### src/sv/imadec_pkg.sv
package imadec_pkg;

  // Sample counter width and the compare width that covers counter and limit
  localparam int unsigned CountBits = 16;
  localparam int unsigned CmpW      = ((CountBits > 16) ? CountBits : 16) + 1;

  localparam int unsigned MaxIndex  = 88;

  // Header byte positions; DataPhase means code bytes follow
  localparam logic [2:0] HdrPredLo = 3'd0;
  localparam logic [2:0] HdrPredHi = 3'd1;
  localparam logic [2:0] HdrIndex  = 3'd2;
  localparam logic [2:0] HdrRsvd   = 3'd3;
  localparam logic [2:0] DataPhase = 3'd4;

  // Command queue between front and back
  localparam int unsigned FifoDepth = 4;
  localparam int unsigned FifoAw    = $clog2(FifoDepth);

  typedef enum logic [1:0] {
    OpPredLo,
    OpPredHi,
    OpIndex,
    OpDecode
  } op_e;

  typedef struct packed {
    op_e        op;
    logic [7:0] data;
    logic       two_codes;
  } cmd_t;

  typedef logic [6:0]  idx_t;
  typedef logic [14:0] step_t;

  // IMA step size table
  function automatic step_t step_lookup(idx_t idx);
    step_t s;
    case (idx)
      7'd0:  s = 15'd7;     7'd1:  s = 15'd8;     7'd2:  s = 15'd9;
      7'd3:  s = 15'd10;    7'd4:  s = 15'd11;    7'd5:  s = 15'd12;
      7'd6:  s = 15'd13;    7'd7:  s = 15'd14;    7'd8:  s = 15'd16;
      7'd9:  s = 15'd17;    7'd10: s = 15'd19;    7'd11: s = 15'd21;
      7'd12: s = 15'd23;    7'd13: s = 15'd25;    7'd14: s = 15'd28;
      7'd15: s = 15'd31;    7'd16: s = 15'd34;    7'd17: s = 15'd37;
      7'd18: s = 15'd41;    7'd19: s = 15'd45;    7'd20: s = 15'd50;
      7'd21: s = 15'd55;    7'd22: s = 15'd60;    7'd23: s = 15'd66;
      7'd24: s = 15'd73;    7'd25: s = 15'd80;    7'd26: s = 15'd88;
      7'd27: s = 15'd97;    7'd28: s = 15'd107;   7'd29: s = 15'd118;
      7'd30: s = 15'd130;   7'd31: s = 15'd143;   7'd32: s = 15'd157;
      7'd33: s = 15'd173;   7'd34: s = 15'd190;   7'd35: s = 15'd209;
      7'd36: s = 15'd230;   7'd37: s = 15'd253;   7'd38: s = 15'd279;
      7'd39: s = 15'd307;   7'd40: s = 15'd337;   7'd41: s = 15'd371;
      7'd42: s = 15'd408;   7'd43: s = 15'd449;   7'd44: s = 15'd494;
      7'd45: s = 15'd544;   7'd46: s = 15'd598;   7'd47: s = 15'd658;
      7'd48: s = 15'd724;   7'd49: s = 15'd796;   7'd50: s = 15'd876;
      7'd51: s = 15'd963;   7'd52: s = 15'd1060;  7'd53: s = 15'd1166;
      7'd54: s = 15'd1282;  7'd55: s = 15'd1411;  7'd56: s = 15'd1552;
      7'd57: s = 15'd1707;  7'd58: s = 15'd1878;  7'd59: s = 15'd2066;
      7'd60: s = 15'd2272;  7'd61: s = 15'd2499;  7'd62: s = 15'd2749;
      7'd63: s = 15'd3024;  7'd64: s = 15'd3327;  7'd65: s = 15'd3660;
      7'd66: s = 15'd4026;  7'd67: s = 15'd4428;  7'd68: s = 15'd4871;
      7'd69: s = 15'd5358;  7'd70: s = 15'd5894;  7'd71: s = 15'd6484;
      7'd72: s = 15'd7132;  7'd73: s = 15'd7845;  7'd74: s = 15'd8630;
      7'd75: s = 15'd9493;  7'd76: s = 15'd10442; 7'd77: s = 15'd11487;
      7'd78: s = 15'd12635; 7'd79: s = 15'd13899; 7'd80: s = 15'd15289;
      7'd81: s = 15'd16818; 7'd82: s = 15'd18500; 7'd83: s = 15'd20350;
      7'd84: s = 15'd22385; 7'd85: s = 15'd24623; 7'd86: s = 15'd27086;
      7'd87: s = 15'd29794;
      default: s = 15'd32767;
    endcase
    return s;
  endfunction

  // Step index adjustment by code magnitude
  function automatic logic signed [4:0] index_adjust(logic [2:0] mag);
    logic signed [4:0] a;
    case (mag)
      3'd4:    a = 5'sd2;
      3'd5:    a = 5'sd4;
      3'd6:    a = 5'sd6;
      3'd7:    a = 5'sd8;
      default: a = -5'sd1;
    endcase
    return a;
  endfunction

endpackage

### src/sv/imadec_if.sv
interface imadec_in_if;
  logic       valid;
  logic       ready;
  logic [7:0] data_byte;
  logic       start_of_block;
  logic       end_of_block;

  modport source (output valid, data_byte, start_of_block, end_of_block, input ready);
  modport sink   (input valid, data_byte, start_of_block, end_of_block, output ready);
endinterface

interface imadec_out_if;
  logic               valid;
  logic               ready;
  logic signed [15:0] sample;
  logic               last_of_run;

  modport source (output valid, sample, last_of_run, input ready);
  modport sink   (input valid, sample, last_of_run, output ready);
endinterface

interface imadec_cfg_if;
  logic        valid;
  logic        ready;
  logic [15:0] sample_limit;

  modport source (output valid, sample_limit, input ready);
  modport sink   (input valid, sample_limit, output ready);
endinterface

### src/sv/imadec_fifo.sv
module imadec_fifo (
  input  logic                clk_i,
  input  logic                rst_ni,
  input  logic                push_i,
  input  imadec_pkg::cmd_t    push_cmd_i,
  output logic                full_o,
  output logic                head_valid_o,
  output imadec_pkg::cmd_t    head_cmd_o,
  input  logic                pop_i
);
  import imadec_pkg::*;

  cmd_t              mem_q [FifoDepth];
  logic [FifoAw-1:0] wptr_q, rptr_q;
  logic [FifoAw:0]   cnt_q, cnt_d;

  assign full_o       = (cnt_q == (FifoAw + 1)'(FifoDepth));
  assign head_valid_o = (cnt_q != '0);
  assign head_cmd_o   = mem_q[rptr_q];

  // Track fill level
  always_comb begin
    cnt_d = cnt_q;
    if (push_i && !pop_i) cnt_d = cnt_q + 1'b1;
    if (!push_i && pop_i) cnt_d = cnt_q - 1'b1;
  end

  // Advance pointers
  always_ff @(posedge clk_i or negedge rst_ni) begin
    if (!rst_ni) begin
      wptr_q <= '0;
      rptr_q <= '0;
      cnt_q  <= '0;
    end else begin
      if (push_i) wptr_q <= wptr_q + 1'b1;
      if (pop_i)  rptr_q <= rptr_q + 1'b1;
      cnt_q <= cnt_d;
    end
  end

  // Store entries
  always_ff @(posedge clk_i) begin
    if (push_i) mem_q[wptr_q] <= push_cmd_i;
  end

  a_no_overflow : assert property (@(posedge clk_i) disable iff (!rst_ni)
    push_i |-> (!full_o || pop_i))
    else $error("command queue overflow");

  a_no_underflow : assert property (@(posedge clk_i) disable iff (!rst_ni)
    pop_i |-> head_valid_o)
    else $error("command queue underflow");

endmodule

### src/sv/imadec_front.sv
module imadec_front (
  input  logic             clk_i,
  input  logic             rst_ni,
  imadec_in_if.sink        in_ch,
  imadec_cfg_if.sink       cfg_ch,
  input  logic             full_i,
  output logic             push_o,
  output imadec_pkg::cmd_t push_cmd_o
);
  import imadec_pkg::*;

  localparam logic [CmpW-1:0] CntMaxW = CmpW'({CountBits{1'b1}});

  logic [15:0]          limit_q;
  logic                 active_q, active_d, active_eff;
  logic [2:0]           pos_q, pos_d, pos_eff;
  logic [CountBits-1:0] cnt_q, cnt_d, cnt_eff;
  logic [CmpW-1:0]      cnt_w, cnt_w1, lim_w;
  logic                 accept, ok0, ok1;

  assign in_ch.ready  = !full_i;
  assign cfg_ch.ready = 1'b1;
  assign accept       = in_ch.valid && in_ch.ready;

  // Classify the byte: header field load, code pair, or drop
  always_comb begin
    active_eff = in_ch.start_of_block || active_q;
    pos_eff    = in_ch.start_of_block ? HdrPredLo : pos_q;
    cnt_eff    = in_ch.start_of_block ? '0 : cnt_q;

    cnt_w  = CmpW'(cnt_eff);
    cnt_w1 = cnt_w + 1'b1;
    lim_w  = CmpW'(limit_q);
    ok0    = (cnt_w < lim_w) && (cnt_w < CntMaxW);
    ok1    = ok0 && (cnt_w1 < lim_w) && (cnt_w1 < CntMaxW);

    active_d = active_q;
    pos_d    = pos_q;
    cnt_d    = cnt_q;
    push_o   = 1'b0;
    push_cmd_o.op        = OpDecode;
    push_cmd_o.data      = in_ch.data_byte;
    push_cmd_o.two_codes = ok1;

    if (accept) begin
      active_d = active_eff && !in_ch.end_of_block;
      pos_d    = pos_eff;
      cnt_d    = cnt_eff;
      if (active_eff) begin
        if (pos_eff < DataPhase) begin
          pos_d = pos_eff + 1'b1;
          case (pos_eff)
            HdrPredLo: begin
              push_o        = 1'b1;
              push_cmd_o.op = OpPredLo;
            end
            HdrPredHi: begin
              push_o        = 1'b1;
              push_cmd_o.op = OpPredHi;
            end
            HdrIndex: begin
              push_o          = 1'b1;
              push_cmd_o.op   = OpIndex;
              push_cmd_o.data = (in_ch.data_byte > 8'(MaxIndex)) ?
                                8'(MaxIndex) : in_ch.data_byte;
            end
            default: push_o = 1'b0;
          endcase
        end else begin
          push_o = ok0;
          cnt_d  = cnt_eff + (ok1 ? CountBits'(2) : (ok0 ? CountBits'(1) : '0));
        end
      end
    end
  end

  // Hold block state
  always_ff @(posedge clk_i or negedge rst_ni) begin
    if (!rst_ni) begin
      active_q <= 1'b0;
      pos_q    <= HdrPredLo;
      cnt_q    <= '0;
      limit_q  <= 16'hFFFF;
    end else begin
      active_q <= active_d;
      pos_q    <= pos_d;
      cnt_q    <= cnt_d;
      if (cfg_ch.valid) limit_q <= cfg_ch.sample_limit;
    end
  end

  a_pos_range : assert property (@(posedge clk_i) disable iff (!rst_ni)
    pos_q <= DataPhase)
    else $error("header position out of range");

  a_no_push_when_full : assert property (@(posedge clk_i) disable iff (!rst_ni)
    push_o |-> !full_i)
    else $error("push into full command queue");

endmodule

### src/sv/imadec_back.sv
module imadec_back (
  input  logic             clk_i,
  input  logic             rst_ni,
  input  logic             head_valid_i,
  input  imadec_pkg::cmd_t head_cmd_i,
  output logic             pop_o,
  imadec_out_if.source     out_ch
);
  import imadec_pkg::*;

  logic signed [15:0] pred_q, pred_d, pred_sat;
  idx_t               idx_q, idx_d;
  logic               phase_q, phase_d;
  logic               out_valid_q, out_valid_d;
  logic signed [15:0] out_sample_q, out_sample_d;
  logic               out_last_q, out_last_d;

  logic [3:0]         code;
  step_t              step;
  logic [16:0]        diff;
  logic signed [17:0] pred_x, diff_x, sum;
  logic signed [8:0]  ni;
  idx_t               ni_sat;
  logic               can_emit, last_code, do_decode;

  assign out_ch.valid       = out_valid_q;
  assign out_ch.sample      = out_sample_q;
  assign out_ch.last_of_run = out_last_q;

  // Decode one code from the registered predictor and step index
  always_comb begin
    code = phase_q ? head_cmd_i.data[7:4] : head_cmd_i.data[3:0];
    step = step_lookup(idx_q);
    diff = 17'(step >> 3)
         + (code[2] ? 17'(step) : 17'd0)
         + (code[1] ? 17'(step >> 1) : 17'd0)
         + (code[0] ? 17'(step >> 2) : 17'd0);
    pred_x = 18'(pred_q);
    diff_x = $signed({1'b0, diff});
    sum    = code[3] ? (pred_x - diff_x) : (pred_x + diff_x);
    if (sum > 18'sd32767)       pred_sat = 16'sh7FFF;
    else if (sum < -18'sd32768) pred_sat = -16'sh8000;
    else                        pred_sat = sum[15:0];

    ni = $signed({2'b00, idx_q}) + 9'(index_adjust(code[2:0]));
    if (ni < 9'sd0)                    ni_sat = '0;
    else if (ni > 9'sd0 + 9'(MaxIndex)) ni_sat = 7'(MaxIndex);
    else                               ni_sat = ni[6:0];
  end

  // Execute the head command and load the output register
  always_comb begin
    can_emit  = !out_valid_q || out_ch.ready;
    last_code = !head_cmd_i.two_codes || phase_q;
    do_decode = head_valid_i && (head_cmd_i.op == OpDecode) && can_emit;
    pop_o     = head_valid_i && ((head_cmd_i.op != OpDecode) || (can_emit && last_code));

    pred_d       = pred_q;
    idx_d        = idx_q;
    phase_d      = phase_q;
    out_sample_d = out_sample_q;
    out_last_d   = out_last_q;
    out_valid_d  = out_ch.ready ? 1'b0 : out_valid_q;

    if (head_valid_i) begin
      case (head_cmd_i.op)
        OpPredLo: pred_d[7:0]  = head_cmd_i.data;
        OpPredHi: pred_d[15:8] = head_cmd_i.data;
        OpIndex:  idx_d        = head_cmd_i.data[6:0];
        OpDecode: begin
          if (can_emit) begin
            pred_d       = pred_sat;
            idx_d        = ni_sat;
            phase_d      = !last_code;
            out_sample_d = pred_sat;
            out_last_d   = last_code;
            out_valid_d  = 1'b1;
          end
        end
        default: pred_d = pred_q;
      endcase
    end
  end

  // Hold decoder state
  always_ff @(posedge clk_i or negedge rst_ni) begin
    if (!rst_ni) begin
      pred_q      <= '0;
      idx_q       <= '0;
      phase_q     <= 1'b0;
      out_valid_q <= 1'b0;
    end else begin
      pred_q      <= pred_d;
      idx_q       <= idx_d;
      phase_q     <= phase_d;
      out_valid_q <= out_valid_d;
    end
  end

  // Output payload
  always_ff @(posedge clk_i) begin
    out_sample_q <= out_sample_d;
    out_last_q   <= out_last_d;
  end

  a_idx_range : assert property (@(posedge clk_i) disable iff (!rst_ni)
    idx_q <= 7'(MaxIndex))
    else $error("step index out of range");

  a_phase_on_pair : assert property (@(posedge clk_i) disable iff (!rst_ni)
    phase_q |-> (head_valid_i && (head_cmd_i.op == OpDecode) && head_cmd_i.two_codes))
    else $error("second code pending without a two-code command");

  a_decode_emits : assert property (@(posedge clk_i) disable iff (!rst_ni)
    do_decode |=> (out_valid_q && (out_sample_q == pred_q)))
    else $error("decoded sample not presented");

endmodule

### src/sv/ima_adpcm_block_decoder.sv
// IMA ADPCM block decoder. Bytes enter on in_ch, one per cycle while the
// four-entry command queue has room; decoded 16-bit samples leave on out_ch.
// The user is to write sample_limit on cfg_ch only while the block is idle;
// the block does not enforce this. The front end tracks the block header and
// the per-block sample count and turns header and code bytes into commands,
// dropping the reserved header byte and codes past the sample limit; the
// back end owns predictor and step index and runs one shared decode unit
// that yields one sample per cycle while out_ch takes them, so code bytes
// are bounded by that decode unit and the single-sample output register.
// With the queue and output register empty, a byte's first sample passes
// through the queue and then the output register before it is presented.
module ima_adpcm_block_decoder (
  input  logic          clk_i,
  input  logic          rst_ni,
  imadec_in_if.sink     in_ch,
  imadec_out_if.source  out_ch,
  imadec_cfg_if.sink    cfg_ch
);
  import imadec_pkg::*;

  logic full, push, head_valid, pop;
  cmd_t push_cmd, head_cmd;

  imadec_front u_front (
    .clk_i      (clk_i),
    .rst_ni     (rst_ni),
    .in_ch      (in_ch),
    .cfg_ch     (cfg_ch),
    .full_i     (full),
    .push_o     (push),
    .push_cmd_o (push_cmd)
  );

  imadec_fifo u_fifo (
    .clk_i        (clk_i),
    .rst_ni       (rst_ni),
    .push_i       (push),
    .push_cmd_i   (push_cmd),
    .full_o       (full),
    .head_valid_o (head_valid),
    .head_cmd_o   (head_cmd),
    .pop_i        (pop)
  );

  imadec_back u_back (
    .clk_i        (clk_i),
    .rst_ni       (rst_ni),
    .head_valid_i (head_valid),
    .head_cmd_i   (head_cmd),
    .pop_o        (pop),
    .out_ch       (out_ch)
  );

endmodule
### src/flat_wrapper.sv
// flat-port wrapper written by rule: the top's interface ports become plain ports
module ima_adpcm_block_decoder_flat import imadec_pkg::*;
  (clk_i, rst_ni, in_ch_valid, in_ch_data_byte, in_ch_start_of_block, in_ch_end_of_block, in_ch_ready, out_ch_valid, out_ch_sample, out_ch_last_of_run, out_ch_ready, cfg_ch_valid, cfg_ch_sample_limit, cfg_ch_ready);
  imadec_in_if in_ch_i ();
  imadec_out_if out_ch_i ();
  imadec_cfg_if cfg_ch_i ();
  input  logic clk_i;
  input  logic rst_ni;
  input wire logic [$bits(in_ch_i.valid)-1:0] in_ch_valid;
  input wire logic [$bits(in_ch_i.data_byte)-1:0] in_ch_data_byte;
  input wire logic [$bits(in_ch_i.start_of_block)-1:0] in_ch_start_of_block;
  input wire logic [$bits(in_ch_i.end_of_block)-1:0] in_ch_end_of_block;
  output wire logic [$bits(in_ch_i.ready)-1:0] in_ch_ready;
  output wire logic [$bits(out_ch_i.valid)-1:0] out_ch_valid;
  output wire logic [$bits(out_ch_i.sample)-1:0] out_ch_sample;
  output wire logic [$bits(out_ch_i.last_of_run)-1:0] out_ch_last_of_run;
  input wire logic [$bits(out_ch_i.ready)-1:0] out_ch_ready;
  input wire logic [$bits(cfg_ch_i.valid)-1:0] cfg_ch_valid;
  input wire logic [$bits(cfg_ch_i.sample_limit)-1:0] cfg_ch_sample_limit;
  output wire logic [$bits(cfg_ch_i.ready)-1:0] cfg_ch_ready;
  assign in_ch_i.valid = in_ch_valid;
  assign in_ch_i.data_byte = in_ch_data_byte;
  assign in_ch_i.start_of_block = in_ch_start_of_block;
  assign in_ch_i.end_of_block = in_ch_end_of_block;
  assign in_ch_ready = in_ch_i.ready;
  assign out_ch_valid = out_ch_i.valid;
  assign out_ch_sample = out_ch_i.sample;
  assign out_ch_last_of_run = out_ch_i.last_of_run;
  assign out_ch_i.ready = out_ch_ready;
  assign cfg_ch_i.valid = cfg_ch_valid;
  assign cfg_ch_i.sample_limit = cfg_ch_sample_limit;
  assign cfg_ch_ready = cfg_ch_i.ready;
  ima_adpcm_block_decoder u_core (.clk_i(clk_i), .rst_ni(rst_ni), .in_ch(in_ch_i), .out_ch(out_ch_i), .cfg_ch(cfg_ch_i));
endmodule
### config.mk
export PLATFORM = sky130hd
export DESIGN_NAME = ima_adpcm_block_decoder_flat
export DESIGN_NICKNAME = d
export VERILOG_FILES = /design/src/sv/imadec_pkg.sv /design/src/sv/imadec_if.sv /design/src/sv/imadec_fifo.sv /design/src/sv/imadec_front.sv /design/src/sv/imadec_back.sv /design/src/sv/ima_adpcm_block_decoder.sv /design/src/flat_wrapper.sv
export SDC_FILE = /design/constraint.sdc
export NUM_CORES = 1
export LEC_CHECK = 0
export ABC_AREA = 1
export BUFFER_PORTS_ARGS = -buffer_cell sky130_fd_sc_hd__buf_2
export CELL_PAD_IN_SITES_DETAIL_PLACEMENT = 0
export CELL_PAD_IN_SITES_GLOBAL_PLACEMENT = 1
export CORE_ASPECT_RATIO = 1.25
export CORE_UTILIZATION = 43
export DETAILED_ROUTE_END_ITERATION = 7
export PLACE_DENSITY = 0.89
export REMOVE_ABC_BUFFERS = 1
export SYNTH_ARGS = -nofsm -noshare
export SYNTH_HDL_FRONTEND = slang
export SYNTH_SLANG_ARGS = --single-unit
### constraint.sdc
create_clock -name clk_i -period 6.7 [get_ports clk_i]
set_input_delay 0.335 -clock clk_i [delete_from_list [all_inputs] [get_ports clk_i]]
set_output_delay 0.335 -clock clk_i [all_outputs]
set_load 0.005 [all_outputs]
== Word level (Yosys, flattened, before mapping) ==
Memories as Yosys holds them, arrays and structs flattened.
Index checks and enable logic that the tools add are counted.

* Add/subtract/negate cells: 13
* Magnitude comparators: 10
* Eq/ne operators: 12
* Multiplexer cells: 41
* Reduce and logical (&&, ||, !) cells: 32

{| class="wikitable"
|+ Operators by type and width
! cell !! count
|-
| $mux 16 || 6
|-
| $pmux 8 s2 || 2
|-
| $mux 10 || 3
|-
| $mux 7 || 3
|-
| $pmux 5 s4 || 1
|-
| $add 16x18->18 || 1
|-
| $gt 18x16->1 const B || 1
|-
| $lt 18x16->1 const B || 1
|-
| $mux 18 || 1
|-
| $sub 16x18->18 || 1
|-
| $add 16x1->17 const B || 1
|-
| $add 16x14->17 || 1
|-
| $add 17x13->17 || 1
|-
| $lt 17x16->1 || 1
|-
| $lt 17x16->1 const B || 1
|-
| $add 12x15->16 || 1
|-
| $add 16x2->16 || 1
|-
| $lt 16x16->1 || 1
|-
| $lt 16x16->1 const B || 1
|-
| $mux 8 || 2
|-
| $eq 3x3->1 const B || 5
|-
| $mux 15 || 1
|-
| $mux 3 || 5
|-
| $mux 14 || 1
|-
| 28 further kinds || 65
|}

* Bits in writable memories: 44
* Memories: 2
* Register bits after elaboration: 85
* Memory bits (read-only): 1920
* Input port bits: 31

{| class="wikitable"
|+ Memory list
! name !! words !! width !! rd ports !! clocked after memory_dff !! write ports !! RTL line !! source
|-
| (name not given) || 128 || 15 || 1 || 0 || 0 || imadec_pkg.sv:39 || <nowiki>case (idx)</nowiki>
|-
| u_core.u_fifo.mem_q || 4 || 11 || 1 || 0 || 1 || imadec_fifo.sv:13 || <nowiki>cmd_t mem_q [FifoDepth];</nowiki>
|}

== Depth between registers and ports, before layout ==
An unclocked memory read counts as a cell.

* Word-level depth: 13
* Mapped depth: 47

== Hierarchy ==
From an unflattened synthesis, not the netlist that was laid out.

* Cell total of the unflattened synthesis: 1707
* Area, all modules: 12240.5 µm²

{| class="wikitable"
|+ Modules (own cells, without submodules)
! module !! seq. area each (µm²) !! area an instance (µm²) !! cells each !! instances
|-
| imadec_back || 1136.1 || 6811.5 || 1071 || 1
|-
| imadec_front || 920.9 || 3241.9 || 459 || 1
|-
| imadec_fifo || 1496.4 || 2187.1 || 177 || 1
|}

== Worst setup path after synthesis ==
Ideal clock, no wire load.

* Path kind: reg2reg
* From: register u_core.u_back.idx_q[0]
* To: register u_core.u_back.out_sample_q[0], in the netlist u_core.u_back.out_ch.sample[0] (data pin)
* Path slack: -0.433 ns
* Cell stages (with the launch flop): 41
* Setup time: 0.259 ns
* Clock period less this slack: 7.133 ns
* Arrival time: 6.874 ns
* Cell sequence: dfrtp_1 clkbuf_1 inv_1 ha_1 nand2_1 inv_1 nor2_1 inv_1 o21ai_0 nand2_1 o21ai_0 o221ai_1 o21ai_0 nor2_1 fa_1 fa_1 ha_1 fa_1 [5 not listed] nand3_1 nand3b_1 nand3b_1 o31ai_1 nand2_1 nor2_1 xor2_1 ha_1 inv_1 nor3_1 nand2_1 o311ai_0 inv_1 nand3_2 nand2_4 nand2_4 buf_12 a21oi_1

* Word-level cells in the longest chain between the ends: 10

{| class="wikitable"
|+ Ends and longest elaborated chain
! element !! RTL line !! source
|-
| from (decl) || imadec_back.sv:12 || <nowiki>idx_t idx_q, idx_d;</nowiki>
|-
| from (signal assigned) || imadec_back.sv:94 || <nowiki>idx_q <= idx_d;</nowiki>
|-
| $mem_v2 128x15 * || -- ||
|-
| $mux 15 || imadec_back.sv:35 || <nowiki>+ (code[2] ? 17'(step) : 17'd0)</nowiki>
|-
| $add 12x15->16 || imadec_back.sv:35 ||
|-
| $add 16x14->17 || imadec_back.sv:36 || <nowiki>+ (code[1] ? 17'(step >> 1) : 17'd0)</nowiki>
|-
| $add 17x13->17 * || imadec_back.sv:37 || <nowiki>+ (code[0] ? 17'(step >> 2) : 17'd0);</nowiki>
|-
| $add 16x18->18 or $sub 16x18->18 (tied branches) || imadec_back.sv:40 || <nowiki>sum = code[3] ? (pred_x - diff_x) : (pred_x + diff_x);</nowiki>
|-
| $mux 18 * || imadec_back.sv:40 ||
|-
| $lt 18x16->1 || imadec_back.sv:42 || <nowiki>else if (sum < -18'sd32768) pred_sat = -16'sh8000;</nowiki>
|-
| $mux 16 || imadec_back.sv:42 ||
|-
| $mux 16 * || imadec_back.sv:41 || <nowiki>if (sum > 18'sd32767) pred_sat = 16'sh7FFF;</nowiki>
|-
| named net u_core.u_back.pred_sat[0] || imadec_back.sv:11 || <nowiki>logic signed [15:0] pred_q, pred_d, pred_sat;</nowiki>
|-
| to (signal assigned) || imadec_back.sv:102 || <nowiki>out_sample_q <= out_sample_d;</nowiki>
|-
| to (decl) || imadec_back.sv:15 || <nowiki>logic signed [15:0] out_sample_q, out_sample_d;</nowiki>
|}

Mark *: on every way through the listed nets, which the timed path passes. The rest lies on a longest branch.
A chain may end at the register's enable or synchronous reset.

== Worst setup path after layout ==
* From: register u_core.u_back.idx_q[0]
* To: register u_core.u_back.out_sample_q[3], in the netlist u_core.u_back.out_ch.sample[3] (data pin)

The elaborated chain is that of the path after synthesis.

==> impl_metrics.py <==
metrics = {
    "outcome": {
        "outcome": "completed",
    },
    "synth": {
        "muxShareOfSynthArea_pct": 0.09540,
        "synth_cells": 1600,
        "synth_edf_count": 61,
        "synth_cell_types": 62,
        "async_flop_share_pct": 52.71,
        "synth_warnings": 0,
        "yosys_most_used_dff": "edfxtp_1",
        "ys_ff_latch": 129,
        "synth_compound_area_share_pct": 13.78,
        "synth-xor-area-share_pct": 5.046,
        "synth_top_family_by_area": "simple AND/OR/NAND/NOR gates",
        "yosys.area_share.simple_pct": 25.16,
        "syn_area_um2": 11800,
        "synth_adder_area_share_pct": 15.52,
        "ys_seq_area_share_pct": 30.10,
        "avgSynthCellArea_um2": 7.377,
    },
    "clock_network": {
        "clock_latency_ps": 410,
        "numCtsBuffers": 17,
        "htreeDepth": 4,
        "cts.sinks": 129,
        "clk_pin_slew_worst_paths_ps": 60,
        "cts_tree": "built",
        "clockRootBuffer": "clkbuf_16",
        "clk_path_buf_depth": 2,
    },
    "final_layout": {
        "area_growth_pct": 33.52,
        "drive_above_1_share_pct": 30.57,
        "nFillCells": 2372,
        "antennaDiodeCount": 0,
        "num-nets-final": 2051,
        "final_cell_mix": "nand2_1, buf_4, inv_1",
        "stdcell_area_um2": 15760,
        "finalNonFillerCells": 2249,
        "final_common_cell": "nand2_1",
    },
    "routing": {
        "wire_per_inst_um": 15.79,
        "drtIter0Drc": 709,
        "vias": 11636,
        "antenna_left": 0,
        "finalWirelength_mm": 35.51,
        "dr.pass1.iters": 7,
        "avgViaCountPerCell": 5.174,
        "route.detailed.drc": 0,
    },
    "setup_path": {
        "setup.worst_path.class": "reg2reg",
        "cp_slowest_cell": "fa_2",
        "crit_required_ps": 6860,
        "cp.arrival_ps": 6830,
        "crit_path_max_incr_delay_ps": 470,
        "worst-path-max-fanout": 8,
        "start_kind": "flip-flop",
        "end_kind": "flip-flop",
        "crit_top_cell": "buf_4",
    },
    "grt": {
        "grt_usage_pct": 25.71,
        "grt_pass1_wl_mm": 57.28,
        "grt_pass1_vias": 11768,
        "grt_max_degree": 69,
        "grt_overflow": 0,
        "grt_antenna_before_repair": 0,
    },
    "sta": {
        "setup_viol_count_final": 0,
        "hold_viol": 0,
        "worst_pin_slew_ps": 1093,
        "slew_violations": 0,
        "period_share_pct": 99.51,
        "min_period_ps": 6667,
        "rsz0062_at_grt": "yes",
        "slew_headroom_pct": 26.89,
        "fmax_ghz": 0.1500,
        "fin_skew_ps": 9.699,
    },
    "placed_design": {
        "gp_congestion": 1.017,
        "post_dp_cell_area_um2": 14010,
        "port_buffers": 49,
        "post-place-cells": 2180,
        "hpwl_mm": 27.36,
    },
    "floorplanning": {
        "die_x_um": 150.2,
        "dieArea_um2": 28120,
        "die_h_um": 187.2,
        "coreArea_um2": 26910,
        "initial_core_util_pct": 43.86,
        "pin_count": 51,
        "rows": 67,
    },
    "min_path": {
        "hold_path.class": "in2reg",
    },
    "job": {
        "cap_violations": 0,
    },
}
worst paths after layout:
kind / start / to / slack [ps] / cells after the start
setup / recovery: u_core.u_back.idx_q[0] / u_core.u_back.out_ch.sample[3] / 30 / 39
hold / removal: in_ch_end_of_block / u_core.u_front.active_q / 100 / 2
setup reg to reg: u_core.u_back.idx_q[0] / u_core.u_back.out_ch.sample[3] / 30 / 39
hold reg to reg: u_core.u_front.pos_q[0] / u_core.u_front.pos_q[0] / 490 / 2
max in group asynchronous: rst_ni / u_core.u_back.idx_q[2] / 5920 / 2
min in group asynchronous: rst_ni / u_core.u_front.cnt_q[15] / 110 / 2
flip-flops by register name, indices dropped and copies added (netlist names), 3 cells and up:
signal,count
u_core.u_front.pos_q,3
u_core.u_fifo.mem_q,44
u_core.u_back.idx_q,7
u_core.u_front.limit_q,16
u_core.u_back.pred_q,16
u_core.u_fifo.cnt_q,3
u_core.u_front.cnt_q,16
u_core.u_back.out_ch.sample,16
routing by layer:
metal	track usage (%)	wire length, um	share of wire (%)
met1	30.15	14290	40
met2	46.51	18280	51
met3	2.756	1458	4.1
met4	11.38	1475	4.2
met5	0	0	0
logic make-up after synthesis:
kind of cell | after synthesis
AND/OR/NAND/NOR | 692
buffers and inverters | 304
AO/OA/AOI/OAI | 276
adder cells (fa/ha/maj) | 129
flip-flops | 129
XOR/XNOR | 68
other | 1
multiplexers | 1
cell type report:
type                       instances  area, um^2  area share, %
clock buffer                      18       429.2          2.723
clock inverter                    14       152.6         0.9686
inverter                         267        1013          6.431
multi-input combinational       1168        7878          49.98
sequential                       129        3555          22.55
tap                              345       431.7          2.739
timing repair buffer             308        2301          14.60
Yosys cell counts (all sizes together) (11+ instances only):
library cell	n	area, um^2
nand3	65	352.8
o21ai	100	511.7
dfrtp	52	1301
fa	29	580.6
buf	12	90.09
nor2	211	812.0
o31ai	11	82.58
ha	100	1251
inv	264	995.9
dfstp	16	420.4
xnor2	27	236.5
nand4	11	68.82
nand2	358	1464
nor3	28	145.1
a21oi	106	560.5
edfxtp	61	1832
xor2	41	359.1
clkbuf	25	113.9
metrics by stage:
step	setup WS, ps	TNS (ps)	utilization, %	hold slack [ps]
after CTS	0.8873	0	55.99	96.31
after global routing	-293.7	-8484	58.57	101.7
after floorplan	-469.2	-13300	-	39.41
after detailed placement	-438.1	-12210	52.05	482.8
final	32.99	0	58.57	102.0
after global placement	-326.8	-9036	52.05	467.7
worst max-delay path: cells and delay by family (launching register included):
kind / cells / cell delay, ps
flip-flops: 1 / 410
AND/OR/NAND/NOR: 15 / 1830
AO/OA/AOI/OAI: 6 / 1220
buffers and inverters: 12 / 1210
XOR/XNOR: 2 / 250
adder cells (fa/ha/maj): 4 / 1480
what timing repair did:
item,4_1_cts,5_1_grt
endpoints found under the setup margin,32,32
resized for setup,88,157
cloned,2,0
buffers inserted,19,17
pin swaps,39,65
hold buffers,0,0
Power is left out: the tool's default activity adds up to more than one toggle a clock period on the data nets, which glitch-free logic cannot reach.
